--- config.mk ---
export PLATFORM = sky130hd
export DESIGN_NAME = rra_front
export DESIGN_NICKNAME = d
export VERILOG_FILES = /design/src/design/assert_macros.svh /design/src/design/rra_pkg.sv /design/src/design/rra_front.sv
export SDC_FILE = /design/constraint.sdc
export NUM_CORES = 1
export LEC_CHECK = 0
export CORE_MARGIN = 8
export CORE_UTILIZATION = 50
export DETAILED_ROUTE_END_ITERATION = 12
export DONT_BUFFER_PORTS = 1
export PLACE_DENSITY = 0.66
export SETUP_SLACK_MARGIN = 0.2
export SYNTH_ARGS = -nofsm -noshare
export SYNTH_HDL_FRONTEND = slang
export SYNTH_SLANG_ARGS = --single-unit
--- constraint.sdc ---
create_clock -name i_clk -period 4.65 [get_ports i_clk]
set_input_delay 0.465 -clock i_clk [delete_from_list [all_inputs] [get_ports i_clk]]
set_output_delay 0.465 -clock i_clk [all_outputs]
set_load 0.01 [all_outputs]
--- src/design/assert_macros.svh ---
// Assertion macros shared by the ring record allocator RTL
`ifndef ASSERT_MACROS_SVH
`define ASSERT_MACROS_SVH

`ifndef ASSERT_OFF
`define RRA_ASSERT(lbl, clk, rst_n, prop) \
    lbl: assert property (@(posedge clk) disable iff (!rst_n) prop) \
        else $error("rra assertion failed");
`define RRA_ASSERT_NEXT(lbl, clk, rst_n, ante, cons) \
    lbl: assert property (@(posedge clk) disable iff (!rst_n) (ante) |=> (cons)) \
        else $error("rra assertion failed");
`else
`define RRA_ASSERT(lbl, clk, rst_n, prop)
`define RRA_ASSERT_NEXT(lbl, clk, rst_n, ante, cons)
`endif

`endif

--- src/design/rra_pkg.sv ---
// Types and constants of the ring record allocator
package rra_pkg;

    localparam int LEN_W  = 17;
    localparam int OFF_W  = 16;
    localparam int USED_W = 17;

    localparam logic [1:0] ACT_ALLOC  = 2'd0;
    localparam logic [1:0] ACT_SHRINK = 2'd1;
    localparam logic [1:0] ACT_FREE   = 2'd2;

    typedef enum logic [1:0] {
        OP_NOP    = 2'd0,
        OP_ALLOC  = 2'd1,
        OP_SHRINK = 2'd2,
        OP_FREE   = 2'd3
    } t_op;

    typedef enum logic [1:0] {
        STS_OK       = 2'd0,
        STS_NO_SPACE = 2'd1,
        STS_NOT_END  = 2'd2,
        STS_GROW     = 2'd3
    } t_status;

    typedef enum logic [1:0] {
        S_EXEC = 2'b01,
        S_LOAD = 2'b10
    } t_back_state;

    typedef struct packed {
        logic [1:0]       action;
        logic [OFF_W-1:0] request_bytes;
        logic [OFF_W-1:0] record_offset;
    } t_request;

    typedef struct packed {
        t_status           status;
        logic [OFF_W-1:0]  payload_offset;
        logic [USED_W-1:0] used_bytes;
    } t_result;

    typedef struct packed {
        t_op              op;
        logic [LEN_W-1:0] len;
        logic [OFF_W-1:0] offset;
    } t_cmd;

endpackage

--- src/design/rra_front.sv ---
// Request intake: decodes the action and rounds the record size
module rra_front
    import rra_pkg::*;
#(
    parameter int ALIGN_BYTES  = 32,
    parameter int HEADER_BYTES = 32
) (
    input  logic     i_clk,
    input  logic     i_rst_n,
    input  logic     i_push,
    output logic     o_full,
    input  t_request i_request,
    output logic     o_cmd_vld,
    output t_cmd     o_cmd,
    input  logic     i_cmd_rdy
);

    localparam int ALIGN_L  = $clog2(ALIGN_BYTES);
    localparam int SHIFT    = LEN_W + ALIGN_L;
    localparam int RECIP_M  = ((2 ** SHIFT) + ALIGN_BYTES - 1) / ALIGN_BYTES;
    localparam int PROD_W   = 2 * LEN_W + 1;

    logic             r_vld;
    logic [LEN_W-1:0] r_q;
    t_op              r_op;
    logic [OFF_W-1:0] r_off;

    logic             accept;
    logic [LEN_W-1:0] sum;
    logic [PROD_W-1:0] prod;
    t_op              op;

    assign accept = i_push && !o_full;
    assign o_full = r_vld && !i_cmd_rdy;

    // size + header + align - 1, divided by the alignment via reciprocal
    assign sum  = LEN_W'(i_request.request_bytes) + LEN_W'(HEADER_BYTES + ALIGN_BYTES - 1);
    assign prod = PROD_W'(sum) * PROD_W'(RECIP_M);

    always_comb begin
        unique case (i_request.action)
            ACT_ALLOC:  op = OP_ALLOC;
            ACT_SHRINK: op = OP_SHRINK;
            ACT_FREE:   op = OP_FREE;
            default:    op = OP_NOP;
        endcase
    end

    always_ff @(posedge i_clk) begin
        if (!i_rst_n) begin
            r_vld <= 1'b0;
        end else if (accept) begin
            r_vld <= 1'b1;
        end else if (i_cmd_rdy) begin
            r_vld <= 1'b0;
        end
    end

    always_ff @(posedge i_clk) begin
        if (accept) begin
            r_q   <= LEN_W'(prod >> SHIFT);
            r_op  <= op;
            r_off <= i_request.record_offset;
        end
    end

    assign o_cmd_vld  = r_vld;
    assign o_cmd.op     = r_op;
    assign o_cmd.len    = LEN_W'(r_q * LEN_W'(ALIGN_BYTES));
    assign o_cmd.offset = r_off;

endmodule

Word level (Yosys, flattened, before mapping)
Index checks and enable logic that the tools add are counted.
{"block": "word_totals", "latchBits": 0, "word_cells": 16, "inputBits": 38, "romBits": 0, "regBits": 31, "output_inout_bits": 37, "ram_bits": 0, "mem_count": 0}
{"block": "classes", "n_bitwise": 0, "n_shift": 0, "addsub": 1, "n_lt_le_gt_ge": 0, "n_mul": 0, "n_reduce_logical": 6, "mux": 3, "div_mod_pow": 0, "eq_ne": 2}
{"op": "$add A16 B6 Y17 const B", "count": 1}
{"op": "$pmux W2 S3", "count": 1}
{"op": "$eq A2 B1 Y1 const B", "count": 1}
{"op": "$eq A2 B2 Y1 const B", "count": 1}
{"op": "$logic_and A1 B1 Y1", "count": 2}
{"op": "$logic_not A1 Y1", "count": 2}
{"op": "$logic_not A2 Y1", "count": 1}
{"op": "$mux W1", "count": 2}
{"op": "$reduce_bool A2 Y1", "count": 1}

Depth between registers and ports, before layout
{"block": "depth", "ltp_word": 5, "ltp_mapped": 4, "ltp_nobuf": 4}

Least setup slack after synthesis
OpenSTA, ideal clock, no wires.
{"block": "synth_timing", "kind": "in2reg", "start": "in i_cmd_rdy", "end": "reg r_off[0] (enable)", "arrival_time_ns": 1.919, "t_required_ns": 4.230, "path_buffers": 0, "stages": 2, "setup_ns": 0.420, "slack_ns": 2.311, "path_cell_list": "nor2b_1 > nor2b_1"}
{"block": "synth_via", "elab_chain_cells": 4}
{"item": "start: declaration", "line": "rra_front.sv:15", "rtl": "input logic i_cmd_rdy"}
{"item": "$logic_not A1 Y1", "line": "rra_front.sv:34", "rtl": "assign o_full = r_vld && !i_cmd_rdy;"}
{"item": "$logic_and A1 B1 Y1", "line": "rra_front.sv:34"}
{"item": "$logic_not A1 Y1", "line": "rra_front.sv:33", "rtl": "assign accept = i_push && !o_full;"}
{"item": "$logic_and A1 B1 Y1", "line": "rra_front.sv:33"}
{"item": "named net accept", "line": "rra_front.sv:28", "rtl": "logic accept;"}
{"item": "end signal: assignment", "line": "rra_front.sv:63", "rtl": "r_off <= i_request.record_offset;"}
{"item": "end: declaration", "line": "rra_front.sv:26", "rtl": "logic [OFF_W-1:0] r_off;"}
The timed path passes the listed nets, and every way through them passes these cells.
A chain may end at the register's enable or synchronous reset.

Worst setup path after layout
{"block": "layout_timing", "start": "reg r_vld, in the netlist o_cmd_vld", "end": "out o_full"}
{"block": "layout_via", "elab_chain_cells": 1}
{"item": "start: declaration", "line": "rra_front.sv:23", "rtl": "logic r_vld;"}
{"item": "start signal: assignment", "line": "rra_front.sv:51", "rtl": "r_vld <= 1'b0;"}
{"item": "start signal: assignment", "line": "rra_front.sv:53", "rtl": "r_vld <= 1'b1;"}
{"item": "start signal: assignment", "line": "rra_front.sv:55", "rtl": "r_vld <= 1'b0;"}
{"item": "$logic_and A1 B1 Y1", "line": "rra_front.sv:34"}
{"item": "end: declaration", "line": "rra_front.sv:11", "rtl": "output logic o_full,"}
Every way passes these cells.

==> flow_metrics.env <==
export IMPL_firstDrtPassIters=2
export IMPL_ir_worst_vdd_mv=0.2209
export IMPL_critPathLaunchType="flop"
export IMPL_finalMaxSlewViolations=0
export IMPL_status="finished clean"
export IMPL_setup_slack_ns=3.130
export IMPL_p_sw_frac=0.2111
export IMPL_mostFrequentLayoutCell="edfxtp_1"
export IMPL_setup_viol=0
export IMPL_timing_rr_end="r_off[7]"
export IMPL_fillers=185
export IMPL_wl_per_cell_um=20.27
export IMPL_netlist_instances=75
export IMPL_cts_hold_fix_buffers=0
export IMPL_root_buffer="clkbuf_4"
export IMPL_cts_tree="done"
export IMPL_power_uw=497.7
export IMPL_instances_no_fill=113
export IMPL_yosysTopAreaCell="edfxtp_1"
export IMPL_required_ns=4.18
export IMPL_post_synth_num_cell_types=22
export IMPL_wl_um=2291
export IMPL_fin_crit_ns=1.520
export IMPL_avgSynthCellArea_um2=16.62
export IMPL_insertedDiodeCount=0
export IMPL_routed_via_density=5.257
export IMPL_reg2reg_slack_ns=3.30
export IMPL_maxCapViolCount=0
export IMPL_min_delay_worst_endpoint="r_off[1]"
export IMPL_cp_max_fo=3
export IMPL_synth_top_area_frac=0.7229
export IMPL_grt_first_pass_wirelength_um=3339
export IMPL_min_path_type="in2reg"
export IMPL_cp_end_kind="output port"
export IMPL_grt_usage=0.1077
export IMPL_cts_inserted_buffers=5
export IMPL_clock_skew_ns=0.002835
export IMPL_cts_clk_slew_worst_paths_ns=0.08
export IMPL_portBuffers=0
export IMPL_cts_sinks=31
export IMPL_fin_setup_tns_ns=0
export IMPL_crit_type="reg2out"
export IMPL_final_nets=123
export IMPL_initialDrtViolationCount=5
export IMPL_cp_slowest_cell="dfxtp_1"
export IMPL_layout_drive_gt1_share=0.1205
export IMPL_synth_seq_cells=31
export IMPL_intPower_uw=392.6
export IMPL_cts_resized=0
export IMPL_pwr_share_seq=0.692
export IMPL_timing_fmax_mhz=657.9
export IMPL_final_cell_mix="edfxtp_1, xnor2_1, xor2_1, conb_1, clkbuf_4"
export IMPL_hpwl_um=1940
export IMPL_htree_levels=2
export IMPL_place_area_um2=1271
export IMPL_grt_ovfl_total=0
export IMPL_worstSkewPairLatency_ns=0.30
export IMPL_ys_seq_area_frac=0.7390
export IMPL_ctsLongestPathBuffers=2
export IMPL_post_place_ws_ns=3.089
export IMPL_ys_warn_count=0
export IMPL_drcViolationCount=0
export IMPL_critPathLaunch="o_cmd_vld"
export IMPL_fp_row_count=18
export IMPL_fin_area_um2=1320
export IMPL_worstPathArrival_ns=1.05
export IMPL_timing_final_crit_share=0.3269
export IMPL_core_um2=2410
export IMPL_worstHoldStart="i_request[1]"
export IMPL_start_util=0.5171
export IMPL_path_delay_family="flip-flops"
export IMPL_postCtsSetupRepairBufs=0
export IMPL_antenna_found_initial=0
export IMPL_crit_buf_inv=0
export IMPL_routabilityCongestion=0.6417
export IMPL_ff2ff_path_depth=3
export IMPL_yosys_top_cells_area="edfxtp_1, xnor2_1, xor2_1"
export IMPL_p_sw_uw=105.1
export IMPL_die_y_um=65.93
export IMPL_grt_pass1_vias=654
export IMPL_num_vias=594
export IMPL_p_clk_frac=0.264
export IMPL_worstHoldPathCells=0
export IMPL_die_area_um2=4346
export IMPL_netlist_area_um2=1246
export IMPL_die_w_um=65.93
export IMPL_rsz0062_at_grt="no"
export IMPL_postRouteAntennaNets=0
export IMPL_path_cells="nor2b_1"
export IMPL_power_frac_comb=0.044
export IMPL_rr_startpoint="o_cmd_vld"
export IMPL_powerDensity_nw_per_um2=377.0
export IMPL_finalHoldViolations=0
export IMPL_leakage_uw=0.0004674
export IMPL_grt_max_degree=31
export IMPL_ioPinCount=75
export IMPL_areaGrowthSynthToFinish_pct=5.924
export IMPL_post_place_cells=105
export IMPL_max_stage_delay_ns=0.38
## synth_stat cells, drive strengths merged
| master | count |
|---|---|
| a211oi | 1 |
| or2b | 1 |
| a21oi | 1 |
| ha | 3 |
| nand2b | 1 |
| nand4 | 2 |
| nand3 | 2 |
| xnor2 | 6 |
| inv | 2 |
| edfxtp | 30 |
| o21a | 1 |
| and4 | 1 |
| nor4 | 1 |
| conb | 1 |
| nor2 | 3 |
| dfxtp | 1 |
| xor2 | 5 |
| and3 | 2 |
| nor2b | 2 |
| buf | 5 |
| nand2 | 4 |
## sequential cells by signal, summed over array words and instances (netlist names)
| register | count |
|---|---|
| o_cmd_vld | 1 |
| r_off | 16 |
| r_q | 12 |
| r_op | 2 |
## worst max-delay path by stage
stage | cells after the start | slack, ns | to
floorplan | 2 | 2.31 | r_off[0]
global placement | 4 | 3.12 | r_q[6]
detailed placement | 4 | 3.09 | r_q[6]
CTS | 1 | 3.10 | o_full
global route | 1 | 3.06 | o_full
finish | 1 | 3.13 | o_full
## metal layers
metal	vias to the layer above	global-route usage	routed length, µm
met4	0	0.08992	48
met2	45	0.1754	1150
met5	-	0	0
met1	267	0.09336	770
li1	277	-	-
met3	5	0.06271	322
## cell families after synthesis
| kind of cell | Yosys count | synth area share |
|---|---|---|
| AND/OR/NAND/NOR | 19 | 0.09539 |
| XOR/XNOR | 11 | 0.07731 |
| other | 1 | 0.003009 |
| adder cells (fa/ha/maj) | 3 | 0.03012 |
| buffers and inverters | 7 | 0.03615 |
| AO/OA/AOI/OAI | 3 | 0.01908 |
| flip-flops | 31 | 0.7390 |
## layout make-up
class	instances	area, µm²	share of cell area
clock inverter	2	7.507	0.005687
multi-input combinational	41	297.8	0.2256
tap	30	37.54	0.02844
sequential	31	920.9	0.6976
inverter	2	7.507	0.005687
clock buffer	6	41.29	0.03128
timing repair buffer	1	7.507	0.005687
## power groups by stage
stage / combinational [µW] / sequential, µW / clock [µW]
CTS: 22.3 / 346 / 139
global route: 25.0 / 346 / 154
floorplan: 21.0 / 348 / 0
finish: 21.9 / 345 / 131
global placement: 21.2 / 351 / 0
detailed placement: 22.2 / 352 / 0
## through the flow
stage                     hold slack, ns    util
final                             0.2502  0.5478
after global routing              0.2102  0.5478
after CTS                         0.2283  0.5478
after detailed placement          0.5639  0.5275
after global placement            0.5639  0.5275
after floorplan                   0.5639       -
(Power assumes the default switching activity.)
