`config.mk`:
```
export PLATFORM = sky130hd
export DESIGN_NAME = rra_queue
export DESIGN_NICKNAME = d
export VERILOG_FILES = /design/src/design/rra_queue.sv
export VERILOG_INCLUDE_DIRS = /design/src /design/src/design
export SDC_FILE = /design/constraint.sdc
export NUM_CORES = 1
export LEC_CHECK = 0
export BUFFER_PORTS_ARGS = -buffer_cell sky130_fd_sc_hd__buf_2
export CAP_MARGIN = 20
export CORE_MARGIN = 5
export CORE_UTILIZATION = 48
export DETAILED_ROUTE_END_ITERATION = 8
export PLACE_DENSITY = 0.84
export REMOVE_ABC_BUFFERS = 1
export SETUP_SLACK_MARGIN = 0.1
export SYNTH_ARGS = -nofsm -noshare
export SYNTH_HDL_FRONTEND = slang
export SYNTH_SLANG_ARGS = --single-unit
export TNS_END_PERCENT = 20
```
`constraint.sdc`:
```
create_clock -name i_clk -period 1.6 [get_ports i_clk]
set_clock_uncertainty 0.2 [all_clocks]
set_input_delay 0.24 -clock i_clk [delete_from_list [all_inputs] [get_ports i_clk]]
set_output_delay 0.24 -clock i_clk [all_outputs]
set_load 0.01 [all_outputs]
```
`src/design/assert_macros.svh`:
```
// Assertion macros shared by the ring record allocator RTL
`ifndef ASSERT_MACROS_SVH
`define ASSERT_MACROS_SVH

`ifndef ASSERT_OFF
`define RRA_ASSERT(lbl, clk, rst_n, prop) \
    lbl: assert property (@(posedge clk) disable iff (!rst_n) prop) \
        else $error("rra assertion failed");
`define RRA_ASSERT_NEXT(lbl, clk, rst_n, ante, cons) \
    lbl: assert property (@(posedge clk) disable iff (!rst_n) (ante) |=> (cons)) \
        else $error("rra assertion failed");
`else
`define RRA_ASSERT(lbl, clk, rst_n, prop)
`define RRA_ASSERT_NEXT(lbl, clk, rst_n, ante, cons)
`endif

`endif

```
`src/design/rra_queue.sv`:
```
// Two-entry queue between allocator stages
`include "assert_macros.svh"

module rra_queue #(
    parameter int W = 8
) (
    input  logic         i_clk,
    input  logic         i_rst_n,
    input  logic         i_push,
    input  logic [W-1:0] i_data,
    output logic         o_full,
    input  logic         i_pop,
    output logic [W-1:0] o_data,
    output logic         o_empty
);

    logic [W-1:0] r_mem [2];
    logic         r_wptr;
    logic         r_rptr;
    logic [1:0]   r_cnt;

    always_ff @(posedge i_clk) begin
        if (!i_rst_n) begin
            r_wptr <= 1'b0;
            r_rptr <= 1'b0;
            r_cnt  <= 2'd0;
        end else begin
            if (i_push) begin
                r_wptr <= ~r_wptr;
            end
            if (i_pop) begin
                r_rptr <= ~r_rptr;
            end
            if (i_push && !i_pop) begin
                r_cnt <= r_cnt + 2'd1;
            end else if (i_pop && !i_push) begin
                r_cnt <= r_cnt - 2'd1;
            end
        end
    end

    always_ff @(posedge i_clk) begin
        if (i_push) begin
            r_mem[r_wptr] <= i_data;
        end
    end

    assign o_full  = (r_cnt == 2'd2);
    assign o_empty = (r_cnt == 2'd0);
    assign o_data  = r_mem[r_rptr];

    `RRA_ASSERT(a_cnt_range, i_clk, i_rst_n, r_cnt <= 2'd2)
    `RRA_ASSERT(a_no_overflow, i_clk, i_rst_n, !(i_push && o_full && !i_pop))
    `RRA_ASSERT(a_no_underflow, i_clk, i_rst_n, !(i_pop && o_empty))

endmodule

```
=== Word level (Yosys, flattened, before mapping) ===
Memories as Yosys holds them, arrays and structs flattened. A register that Yosys moved wholly into a read port is not among the register bits.
Index checks and enable logic that the tools add are counted.

* Word-level logic and storage cells: 21
* Bits in registers: 4
* Output and inout bits: 10
* Memories kept: 1
* RAM bits: 16

{| class="wikitable"
|+ Memories
! name !! depth !! bits a word !! rd ports !! clocked after memory_dff !! wr ports !! line !! source
|-
| r_mem || 2 || 8 || 1 || 1 || 1 || rra_queue.sv:17 || <nowiki>logic [W-1:0] r_mem [2];</nowiki>
|}

* Multiplexer cells: 6
* Reductions and logical operators: 6
* $add $sub $neg: 2
* Equal/unequal tests: 1
* Bitwise logic cells: 2

{| class="wikitable"
|+ Operator list
! kind !! number
|-
| 2-to-1 mux 1 bit || 4
|-
| 2-to-1 mux 2 bit || 2
|-
| adder 2 x 1 -> 2 bit (second input constant) || 1
|-
| == test 2 bit (second input constant) || 1
|-
| logical AND 1 bit || 2
|-
| logical NOT 1 bit || 2
|-
| logical NOT 2 bit || 1
|-
| NOT 1 bit || 2
|-
| nonzero test 2 bit || 1
|-
| subtractor 2 x 1 -> 2 bit (second input constant) || 1
|}

=== Depth between registers and ports, before layout ===
Gate-level depths: netlist of the first run.

* Depth in word-level cells: 4
* Depth in mapped cells: 5
* Mapped depth without buffers: 5

=== Worst setup path after synthesis of the first run ===
Ideal clock, no wire load.

* Path kind: input-to-reg
* Start point: input i_pop
* End point: register r_cnt[1]
* Path buffers: 0
* Cell stages on the path: 4
* Data arrival time: 1.038 ns
* Path slack: 0.292 ns
* Data required time: 1.330 ns
* Path through: inv_1 ha_1 or3_1 a21boi_1

* Cells in the longest elaborated chain, start to end: 3

{| class="wikitable"
|+ RTL lines
! element !! line !! source
|-
| start, declared || rra_queue.sv:12 || <nowiki>input logic i_pop,</nowiki>
|-
| logical NOT 1 bit || rra_queue.sv:34 || <nowiki>if (i_push && !i_pop) begin</nowiki>
|-
| logical AND 1 bit || rra_queue.sv:34 ||
|-
| 2-to-1 mux 2 bit / nonzero test 2 bit (equally long branches) || - ||
|-
| end signal, assigned || rra_queue.sv:35 || <nowiki>r_cnt <= r_cnt + 2'd1;</nowiki>
|-
| end signal, assigned || rra_queue.sv:37 || <nowiki>r_cnt <= r_cnt - 2'd1;</nowiki>
|-
| end, declared || rra_queue.sv:20 || <nowiki>logic [1:0] r_cnt;</nowiki>
|}

Parallel ways exist; a longest one is shown, timed or not.
A chain may end at the register's enable or synchronous reset.

==> results of run 1 <==
cell type report:
cell class                 count  share of cell area [%]
multi-input combinational     24                    20.8
tap                           16                    1.77
timing repair buffer          31                    22.8
clock inverter                 1                   0.442
clock buffer                   3                    1.99
sequential                    21                    51.9
inverter                       1                   0.331
layer usage:
layer  up-vias  part of all wire, %  track usage [%]
met1       218                   43             13.2
met4         0                 0.87             6.38
met2        14                   50             20.7
met5         -                    0                0
met3         2                  6.3             3.55
li1        241                    -                -
flip-flops by register name, summed over array words and instances, names as in the netlist, named ones only:
signal  flops
r_cnt       2
r_mem      16
r_rptr      1
r_wptr      1
worst min-delay path, stage by stage:
cell and delay (ns):
buf_2 0.09, xor2_1 0.06, and2_1 0.15
layout by cell type (no fill, tap or decap), drive strengths merged:
master and count:
edfxtp 16, buf 22, nor2 1, and2 4
o21a 1, ha 1, mux2 8, inv 1
and2b 1, xnor2 1, xor2 2, dlygate4sd3 9
or3 1, o21ai 1, nor2b 2, clkinv 1
clkbuf 3, dfxtp 5, a21boi 1
how the worst max path moves through the flow:
stage          slack, ns  cells past startpoint   endpoint       from
2_1_floorplan       0.29                      4   r_cnt[1]      i_pop
3_3_place_gp        0.13                      2  o_data[7]  flip-flop
3_5_place_dp        0.10                      4   r_cnt[1]     i_push
4_1_cts            -0.04                      2  o_data[0]  flip-flop
5_1_grt            -0.08                      2  o_data[4]  flip-flop
6_report           -0.03                      2  o_data[1]  flip-flop
kinds of logic (layout without fill, tap and decap cells):
logic type	Yosys count	count (layout)
compound gates	3	3
flops	21	21
simple gates	9	9
fa+ha+maj	1	1
buf+inv	2	36
xor+xnor	3	3
mux	8	8
through the flow:
stage / instance area, um2 / instances / hold slack [ns] / total power (uW)
global route: 1130 / 97 / 0.0918 / 1160
CTS: 1120 / 97 / 0.0692 / 1100
detailed placement: 922 / 84 / 0.231 / 800
floorplan: 790 / 46 / 0.139 / 738
finish: 1130 / 97 / 0.0798 / 1100
global placement: 922 / 84 / 0.228 / 794
report_power, final:
part           total, uW  switching (uW)  internal, uW
registers            652            26.0           626
logic                205            73.8           131
clock network        247             154          93.0
what timing repair did:
action	4_1_cts	5_1_grt
hold endpoints to repair	17	0
endpoints found under the setup margin	9	9
resized for setup	19	2
gates cloned	0	0
hold buffers	9	0
==> reports/qor.csv, run 1 <==
stage;metric;value;unit
min_path;hold_sp;i_pop;
synthesis;Gate Count Post-Synth;47;
timing;RSZ-0062 raised after global routing;true;
global_route;overall track demand over capacity in global routing;12.1;%
timing;setup_tns;-0.166;ns
global_route;largest net degree at the start of global routing;13;
timing;crit share post-route;102;%
setup_path;Worst EP arrival;1.19;ns
synthesis;leading post-synthesis cells by instance count;16 x edfxtp_1, 8 x mux2_2, 5 x dfxtp_1, 4 x and2_1;
synthesis;Synth Area in Compound Gates;2.52;%
timing;Max Fclk;613;MHz
detailed_routing;Detail Route Antenna Nets;0;
timing;relative slew slack;75.8;%
synthesis;syn avg cell area;16.9;um2
synthesis;top_reg_cell synth;edfxtp_1;
synthesis;Yosys top cell area share;60.5;%
setup_path;crit-path max cell delay;0.45;ns
die;core footprint;1540;um2
setup_path;required time of the critical path;1.16;ns
finish;n_diodes;0;
setup_path;critical path buffer and inverter count;1;
timing;final hold vios;0;
clocking;# Post-CTS Setup Buffers;0;
synthesis;multiplexer share of the synthesized area;11.3;%
global_route;initial antenna violation count;0;
timing;Final setup viols;8;
synthesis;Synth Area in Simple Gates;7.09;%
finish;sequential cell area;588;um2
place;dpl ws;0.100;ns
timing;fin crit period;1.63;ns
timing;Tightest Pin Transition;0.364;ns
synthesis;xor/xnor share of the synthesized area;3.31;%
synthesis;synthesized area;795;um2
place;Placer Congestion;0.675;
clocking;deepest clock path buffer count;2;
power;worst vdd ir;0.639;mV
die;Ports;22;
detailed_routing;DRC Markers;0;
setup_path;crit path max-delay cell type;dfxtp_4;
status;status;finished, violations left;
finish;layout cells sized above 1;45.7;%
clocking;clock slew at reported path FFs;0.11;ns
global_route;first-pass GRT wire length;2270;um
setup_path;r2r startpoint;r_cnt[0];
setup_path;reg2reg setup slack;0.34;ns
run;MaxCap Viol Count;0;
timing;Slew Limit Fails;0;
min_path;Hold Path Depth;3;
setup_path;startpoint types;flip-flop;
setup_path;Worst R2R Path Depth;3;
global_route;global route overflow;0;
synthesis;Yosys Warn Count;0;
clocking;root buffer cell;clkbuf_4;
die;FP Rows;14;
synthesis;Post-synth ARST share;0;%
synthesis;Post-synth EDFFs;16;
detailed_routing;initial drt markers;12;
finish;Layout area overhead;42.7;%
min_path;Worst Hold Class;in2reg;
synthesis;cell taking the most area after synthesis;edfxtp_1;
power;power per cell area;973;nW/um2
synthesis;sequential fraction of the synthesis area;73.1;%
clocking;CTS tree;built;
synthesis;Netlist cell types;16;
clocking;TritonCTS Sinks;21;
synthesis;synth top area cells;edfxtp_1 60%, dfxtp_1 13%, mux2_2 11%;
clocking;H-tree depth;1;
setup_path;Top delay family on crit path;flip-flops;
timing;final worst-path setup slack;-0.0307;ns
detailed_routing;Via Count;475;
setup_path;Critical Path Sink Type;output port;
die;initial cell density of the core;51.5;%
place;IO Port Bufs;21;
setup_path;Crit Path Category;reg2out;
detailed_routing;first-pass iteration count of the detailed router;4;
finish;area of the multi-input gates;235;um2
clocking;Clk Latency, worst-skew pair;0.30;ns
setup_path;reg-to-reg critical path endpoint;r_cnt[1];
place;DP HPWL;871;um
detailed_routing;via/cell ratio;4.90;
detailed_routing;Final Routed Wirelength;1380;um
synthesis;Synth Area in Adders;1.57;%
synthesis;largest family of logic cells by synthesized area;multiplexers;
die;die area;2570;um2
synthesis;Yosys reg bits;21;
synthesis;most frequent cell after synthesis;edfxtp_1;
finish;fin nets;95;
clocking;TritonCTS Buffers;3;
detailed_routing;WL/cell;14.2;um
setup_path;crit-path cells;mux2_4 -> buf_6;
global_route;vias in the first global route;529;
setup_path;critical path peak fanout;8;
die;Die Y;50.7;um
finish;final core occ;73.5;%
power;leakage;0.000472;uW
die;Die X-Extent;50.7;um
finish;Layout fillers;100;
status;violated checks;negative setup slack;
Power figures use the tool's default switching activity.
==> run 2: changes to the inputs <==
--- a/config.mk
+++ b/config.mk
@@ -11,7 +11,9 @@
 export CORE_MARGIN = 5
 export CORE_UTILIZATION = 48
 export DETAILED_ROUTE_END_ITERATION = 8
+export MAX_ROUTING_LAYER = met4
 export PLACE_DENSITY = 0.84
+export RECOVER_POWER = 100
 export REMOVE_ABC_BUFFERS = 1
 export SETUP_SLACK_MARGIN = 0.1
 export SYNTH_ARGS = -nofsm -noshare
==> run 2 against run 1 <==
  * The run still ends with negative setup slack left
  * Worst setup slack gained 0.0011 ns
  * Flip-flop and latch count is the same
  * Largest cell class unchanged
  * Combinational power shrank 5%
  * Global-route usage grew 0.36 points
  * Critical path type unchanged
==> reports/qor.csv, run 2 (synthesis results as in run 1) <==
stage;metric;value;unit;change
die;initial cell density of the core;51.5;%;unchanged
finish;commonest cells after routing, fill and taps aside;16 x edfxtp_1, 9 x dlygate4sd3_1, 9 x clkbuf_1, 8 x mux2_4, 8 x buf_6;;was 16 x edfxtp_1, 12 x buf_2, 9 x dlygate4sd3_1, 9 x buf_6, 8 x mux2_4
setup_path;critical path buffer and inverter count;1;;unchanged
timing;final hold vios;0;;unchanged
detailed_routing;Via Count;477;;was 475
finish;n_diodes;0;;unchanged
detailed_routing;DRC Markers;0;;unchanged
setup_path;r2r startpoint;r_wptr;;was r_cnt[0]
timing;crit share post-route;102;%;about the same
power;Combinational Power Share;17.7;%;was 18.5%
clocking;TritonCTS Buffers;3;;unchanged
timing;fin crit period;1.63;ns;about the same
power;Sw Share;23.2;%;was 23.0%
setup_path;required time of the critical path;1.16;ns;about the same
die;core footprint;1540;um2;unchanged
finish;Layout fillers;108;;was 100
place;dpl ws;0.100;ns;unchanged
power;sequential share of power;59.6;%;was 59.1%
run;MaxCap Viol Count;0;;unchanged
setup_path;startpoint types;flip-flop;;unchanged
finish;Reg with most FFs;r_mem;;unchanged
place;Placer Congestion;0.682;;was 0.675
setup_path;crit path max-delay cell type;dfxtp_4;;unchanged
min_path;Worst Hold Class;in2reg;;unchanged
setup_path;Top delay family on crit path;flip-flops;;unchanged
power;worst vdd ir;0.637;mV;was 0.639 mV
finish;Layout area overhead;40.2;%;was 42.7%
place;IO Port Bufs;21;;unchanged
timing;Final setup viols;8;;unchanged
finish;max reg flops;16;;unchanged
global_route;vias in the first global route;529;;unchanged
setup_path;crit-path cells;mux2_4 -> buf_6;;unchanged
timing;Slew Limit Fails;0;;unchanged
detailed_routing;first-pass iteration count of the detailed router;4;;unchanged
power;Clock power frac;22.7;%;was 22.4%
clocking;root buffer cell;clkbuf_4;;unchanged
timing;Tightest Pin Transition;0.521;ns;was 0.364 ns
global_route;overall track demand over capacity in global routing;12.4;%;was 12.1%
die;die area;2570;um2;unchanged
power;P_sw;254;uW;about the same
setup_path;CP Depth;2;;unchanged
detailed_routing;WL/cell;14.2;um;unchanged
place;DP HPWL;871;um;unchanged
clocking;H-tree depth;1;;unchanged
die;Die X-Extent;50.7;um;unchanged
clocking;clock slew at reported path FFs;0.11;ns;about the same
global_route;first-pass GRT wire length;2270;um;unchanged
min_path;hold_sp;i_pop;;unchanged
power;power per cell area;982;nW/um2;was 973 nW/um2
clocking;TritonCTS Sinks;21;;unchanged
finish;sequential cell area;588;um2;unchanged
global_route;initial antenna violation count;0;;unchanged
clocking;deepest clock path buffer count;2;;unchanged
detailed_routing;Final Routed Wirelength;1380;um;unchanged
detailed_routing;via/cell ratio;4.92;;was 4.90
setup_path;Worst R2R Path Depth;2;;was 3
detailed_routing;initial drt markers;9;;was 12
setup_path;Worst EP arrival;1.19;ns;about the same
die;Ports;22;;unchanged
min_path;Hold Path Depth;3;;unchanged
timing;RSZ-0062 raised after global routing;true;;unchanged
finish;largest registers;r_mem x16, r_cnt x2;;unchanged
status;status;finished, violations left;;unchanged
detailed_routing;Detail Route Antenna Nets;0;;unchanged
die;FP Rows;14;;unchanged
timing;relative slew slack;65.2;%;was 75.8%
setup_path;critical path peak fanout;8;;unchanged
setup_path;Crit Path Category;reg2out;;unchanged
clocking;Clk Latency, worst-skew pair;0.30;ns;about the same
power;Final Total Pwr;1090;uW;was 1100 uW
clocking;CTS tree;built;;unchanged
timing;Max Fclk;614;MHz;was 613 MHz
power;P_int;839;uW;was 850 uW
finish;Post-Layout Cell Count;97;;unchanged
global_route;largest net degree at the start of global routing;13;;unchanged
timing;final worst-path setup slack;-0.0296;ns;was -0.0307 ns
finish;area of the multi-input gates;235;um2;unchanged
die;Die Y;50.7;um;unchanged
setup_path;Critical Path Sink Type;output port;;unchanged
finish;commonest non-fill, non-tap cell in the layout;edfxtp_1;;unchanged
power;leakage;0.000442;uW;was 0.000472 uW
place;Inst Count DP;84;;unchanged
finish;layout cells sized above 1;34.6;%;was 45.7%
finish;fin nets;95;;unchanged
global_route;global route overflow;0;;unchanged
status;violated checks;negative setup slack;;unchanged
setup_path;crit-path max cell delay;0.45;ns;about the same
## run 2: changes by cell type in the layout (fill, tap and decap cells not counted)
cell      before  now
and2_0         0    3
and2_1         4    1
buf_2         12    5
buf_4          1    0
buf_6          9    8
clkbuf_1       0    9
## run 2: final cells by class
| type | instances | share of cell area, % |
|---|---|---|
| Clock inverter | 1 | 0.449 |
| Multi-Input combinational cell | 24 | 21.1 |
| Clock buffer | 3 | 2.02 |
| Tap cell | 16 | 1.80 |
| Sequential cell | 21 | 52.8 |
| Timing Repair Buffer | 31 | 21.5 |
| Inverter | 1 | 0.337 |
## run 2: worst register-to-register path, cell delays in order, from the launching register on
cell and delay, ns:
dfxtp_1 0.33, nor2b_1 0.15, clkbuf_1 0.40
## run 2: power groups by stage
stage	Sequential [uW]	Clock, uW	Combinational [uW]
floorplan	652	0	85.9
global placement	656	0	138
detailed placement	658	0	141
CTS	651	251	199
global route	656	283	209
finish	652	248	194
## run 2: final timing paths
check / end / slack (ns)
min reg2reg: r_cnt[1] / 0.32
max: o_data[1] / -0.03
max reg2reg: r_mem[0][0] / 0.17
min: flip-flop / 0.08
## run 2: per-stage QoR
step	cell area, um2	hold slack [ns]	TNS [ns]	util [%]
floorplan	790	0.139	0	-
detailed placement	922	0.231	0	59.8
global placement	922	0.228	0	59.8
global route	1110	0.0946	-0.586	72.2
finish	1110	0.0790	-0.159	72.2
CTS	1120	0.0692	-0.287	73.0
## run 2: per-layer routing
| layer | global-route usage (%) | up-vias | share of wire [%] |
|---|---|---|---|
| met5 | - | - | 0 |
| met4 | 6.38 | 0 | 0.87 |
| met3 | 3.55 | 2 | 7.0 |
| met2 | 20.7 | 20 | 50 |
| met1 | 13.2 | 214 | 42 |
| li1 | - | 241 | - |
## run 2: timing repair
| action | CTS | global route |
|---|---|---|
| setup endpoints to repair | 9 | 9 |
| buffers inserted | 0 | 0 |
| resized for setup | 19 | 2 |
| hold endpoints to repair | 17 | 0 |
| hold buffers | 9 | 0 |
==> run 3: changes to the inputs <==
==> constraint.sdc (replaced) <==
create_clock -name i_clk -period 1.6 [get_ports i_clk]
set_clock_uncertainty 0.2 [all_clocks]
set_input_delay 0.32 -clock i_clk [delete_from_list [all_inputs] [get_ports i_clk]]
set_output_delay 0.32 -clock i_clk [all_outputs]
set_load 0.01 [all_outputs]
==> run 3 against run 2 <==
  * The flow still finishes with violations (negative setup slack)
  * Worst setup slack worse by 0.094 ns
  * Clock power fell by 2%
  * Combinational power up 9.8%
  * Register-to-register slack improved by 0.04 ns
  * Sequential power shrank 1%
  * Maximum frequency down 5.5%
  * Sequential share of layout area grew 0.073 points
  * Clock-buffer cell count unchanged
  * Worst hold slack worse by 0.040 ns
  * Die area is the same
  * First-iteration DRC count decreased by 67%
  * Critical path type unchanged
  * Largest cell class unchanged
  * Largest power group unchanged
==> reports/qor.csv, run 3 (synthesis results as in run 1) <==
stage;metric;value;unit;change
status;status;finished, violations left;;unchanged
status;violated checks;negative setup slack;;unchanged
global_route;vias in the first global route;513;;was 529
clocking;root buffer cell;clkbuf_4;;unchanged
clocking;TritonCTS Sinks;21;;unchanged
power;leakage;0.000439;uW;was 0.000442 uW
clocking;TritonCTS Buffers;3;;unchanged
place;Placer Congestion;0.672;;was 0.682
clocking;deepest clock path buffer count;2;;unchanged
place;IO Port Bufs;21;;unchanged
timing;Tightest Pin Transition;0.542;ns;was 0.521 ns
finish;Reg with most FFs;r_mem;;unchanged
power;Combinational Power Share;19.4;%;was 17.7%
finish;Layout area overhead;39.4;%;was 40.2%
power;power per cell area;991;nW/um2;was 982 nW/um2
setup_path;Critical Path Sink Type;output port;;unchanged
finish;n_diodes;0;;unchanged
die;core footprint;1540;um2;unchanged
timing;RSZ-0062 raised after global routing;true;;unchanged
detailed_routing;via/cell ratio;4.87;;was 4.92
clocking;CTS tree;built;;unchanged
finish;fin nets;93;;was 95
die;Ports;22;;unchanged
finish;layout cells sized above 1;36.7;%;was 34.6%
setup_path;Worst Setup EP;o_data[3];;was o_data[1]
global_route;largest net degree at the start of global routing;13;;unchanged
timing;final hold vios;0;;unchanged
detailed_routing;Detail Route Antenna Nets;0;;unchanged
die;Die Y;50.7;um;unchanged
setup_path;r2r startpoint;r_wptr;;unchanged
die;Die X-Extent;50.7;um;unchanged
timing;Max Fclk;580;MHz;was 614 MHz
setup_path;critical path peak fanout;8;;unchanged
power;Final Total Pwr;1100;uW;was 1090 uW
setup_path;Worst R2R Path Depth;2;;unchanged
clocking;Clk Latency, worst-skew pair;0.29;ns;was 0.30 ns
timing;final worst-path setup slack;-0.124;ns;was -0.0296 ns
setup_path;reg2reg setup slack;0.21;ns;was 0.17 ns
power;sequential share of power;58.6;%;was 59.6%
power;Clock power frac;22.0;%;was 22.7%
finish;commonest cells after routing, fill and taps aside;16 x edfxtp_1, 9 x clkbuf_1, 9 x buf_6, 8 x mux2_4, 6 x dlygate4sd3_1;;was 16 x edfxtp_1, 9 x dlygate4sd3_1, 9 x clkbuf_1, 8 x mux2_4, 8 x buf_6
power;worst vdd ir;0.677;mV;was 0.637 mV
global_route;global route overflow;0;;unchanged
timing;crit share post-route;108;%;was 102%
die;FP Rows;14;;unchanged
detailed_routing;WL/cell;13.9;um;was 14.2 um
detailed_routing;initial drt markers;3;;was 9
finish;largest registers;r_mem x16, r_cnt x2;;unchanged
timing;relative slew slack;63.9;%;was 65.2%
global_route;initial antenna violation count;0;;unchanged
timing;Slew Limit Fails;0;;unchanged
clocking;# Post-CTS Setup Buffers;0;;unchanged
min_path;Worst Hold Class;in2reg;;unchanged
global_route;overall track demand over capacity in global routing;11.2;%;was 12.4%
detailed_routing;Final Routed Wirelength;1330;um;was 1380 um
detailed_routing;DRC Markers;0;;unchanged
clocking;clock slew at reported path FFs;0.10;ns;was 0.11 ns
detailed_routing;first-pass iteration count of the detailed router;4;;unchanged
setup_path;Crit Path Category;reg2out;;unchanged
finish;final core occ;71.8;%;was 72.2%
place;DP HPWL;876;um;was 871 um
power;Sw Share;22.7;%;was 23.2%
setup_path;Worst EP arrival;1.20;ns;was 1.19 ns
timing;fin crit period;1.72;ns;was 1.63 ns
finish;max reg flops;16;;unchanged
detailed_routing;Via Count;463;;was 477
timing;Final setup viols;8;;unchanged
die;initial cell density of the core;51.5;%;unchanged
setup_path;reg-to-reg critical path endpoint;r_mem[0][2];;was r_mem[0][0]
finish;commonest non-fill, non-tap cell in the layout;edfxtp_1;;unchanged
power;P_sw;249;uW;was 254 uW
setup_path;required time of the critical path;1.08;ns;was 1.16 ns
die;die area;2570;um2;unchanged
setup_path;startpoint types;flip-flop;;unchanged
power;P_int;848;uW;was 839 uW
global_route;first-pass GRT wire length;2090;um;was 2270 um
clocking;H-tree depth;1;;unchanged
run;MaxCap Viol Count;0;;unchanged
==> run 3: how the worst min path moves through the flow <==
| stage | start | to | slack (ns) | cells past startpoint |
|---|---|---|---|---|
| floorplan | i_data[0] | r_mem[0][0] | 0.22 | 0 |
| global placement | r_cnt[1] | r_cnt[1] | 0.28 | 2 |
| detailed placement | r_cnt[1] | r_cnt[1] | 0.31 | 2 |
| CTS | i_data[6] | r_mem[1][6] | 0.01 | 1 |
| global route | i_data[2] | r_mem[1][2] | 0.04 | 1 |
| finish | i_data[0] | r_mem[1][0] | 0.04 | 1 |
==> run 3: cell type report <==
class                           count  area (um2)
Fill cell                         121         434
Sequential cell                    21         586
Clock buffer                        3        22.5
Inverter                            1        3.75
Tap cell                           16        20.0
Clock inverter                      1        5.00
Multi-Input combinational cell     24         235
Timing Repair Buffer               29         235
==> run 3: critical path, stage by stage, from the launching register on <==
cell,delay (ns)
dfxtp_2,0.35
buf_12,0.13
mux2_4,0.31
buf_6,0.12
==> run 3: through the flow <==
stage               std cells  cell area, um2  TNS (ns)  hold WS, ns  worst slack, ns
finish                     95            1110    -0.931       0.0387           -0.124
detailed placement         85             942         0        0.311           0.0405
floorplan                  46             790         0        0.219            0.212
global placement           85             942         0        0.285           0.0818
CTS                        94            1110     -1.03      0.00950           -0.130
global route               95            1110     -1.30       0.0395           -0.171
==> run 3: what timing repair did <==
item                       4_1_cts  5_1_grt
cloned                           0        0
setup endpoints to repair        9        9
hold endpoints to repair         9        1
hold buffers                     5        1
gates resized for setup         19        1
==> run 3: power by group through the flow <==
stage               sequential, uW  combinational [uW]  clock (uW)
global placement               651                 154           0
detailed placement             653                 159           0
floorplan                      652                85.9           0
global route                   647                 228         278
CTS                            643                 218         251
finish                         643                 213         242
==> run 3: per-layer routing <==
metal	vias up	part of all wire [%]	track usage, %
met5	-	0	-
met4	0	0	5.11
met3	0	6.9	2.37
met2	14	54	19.4
met1	213	39	12.0
li1	236	-	-
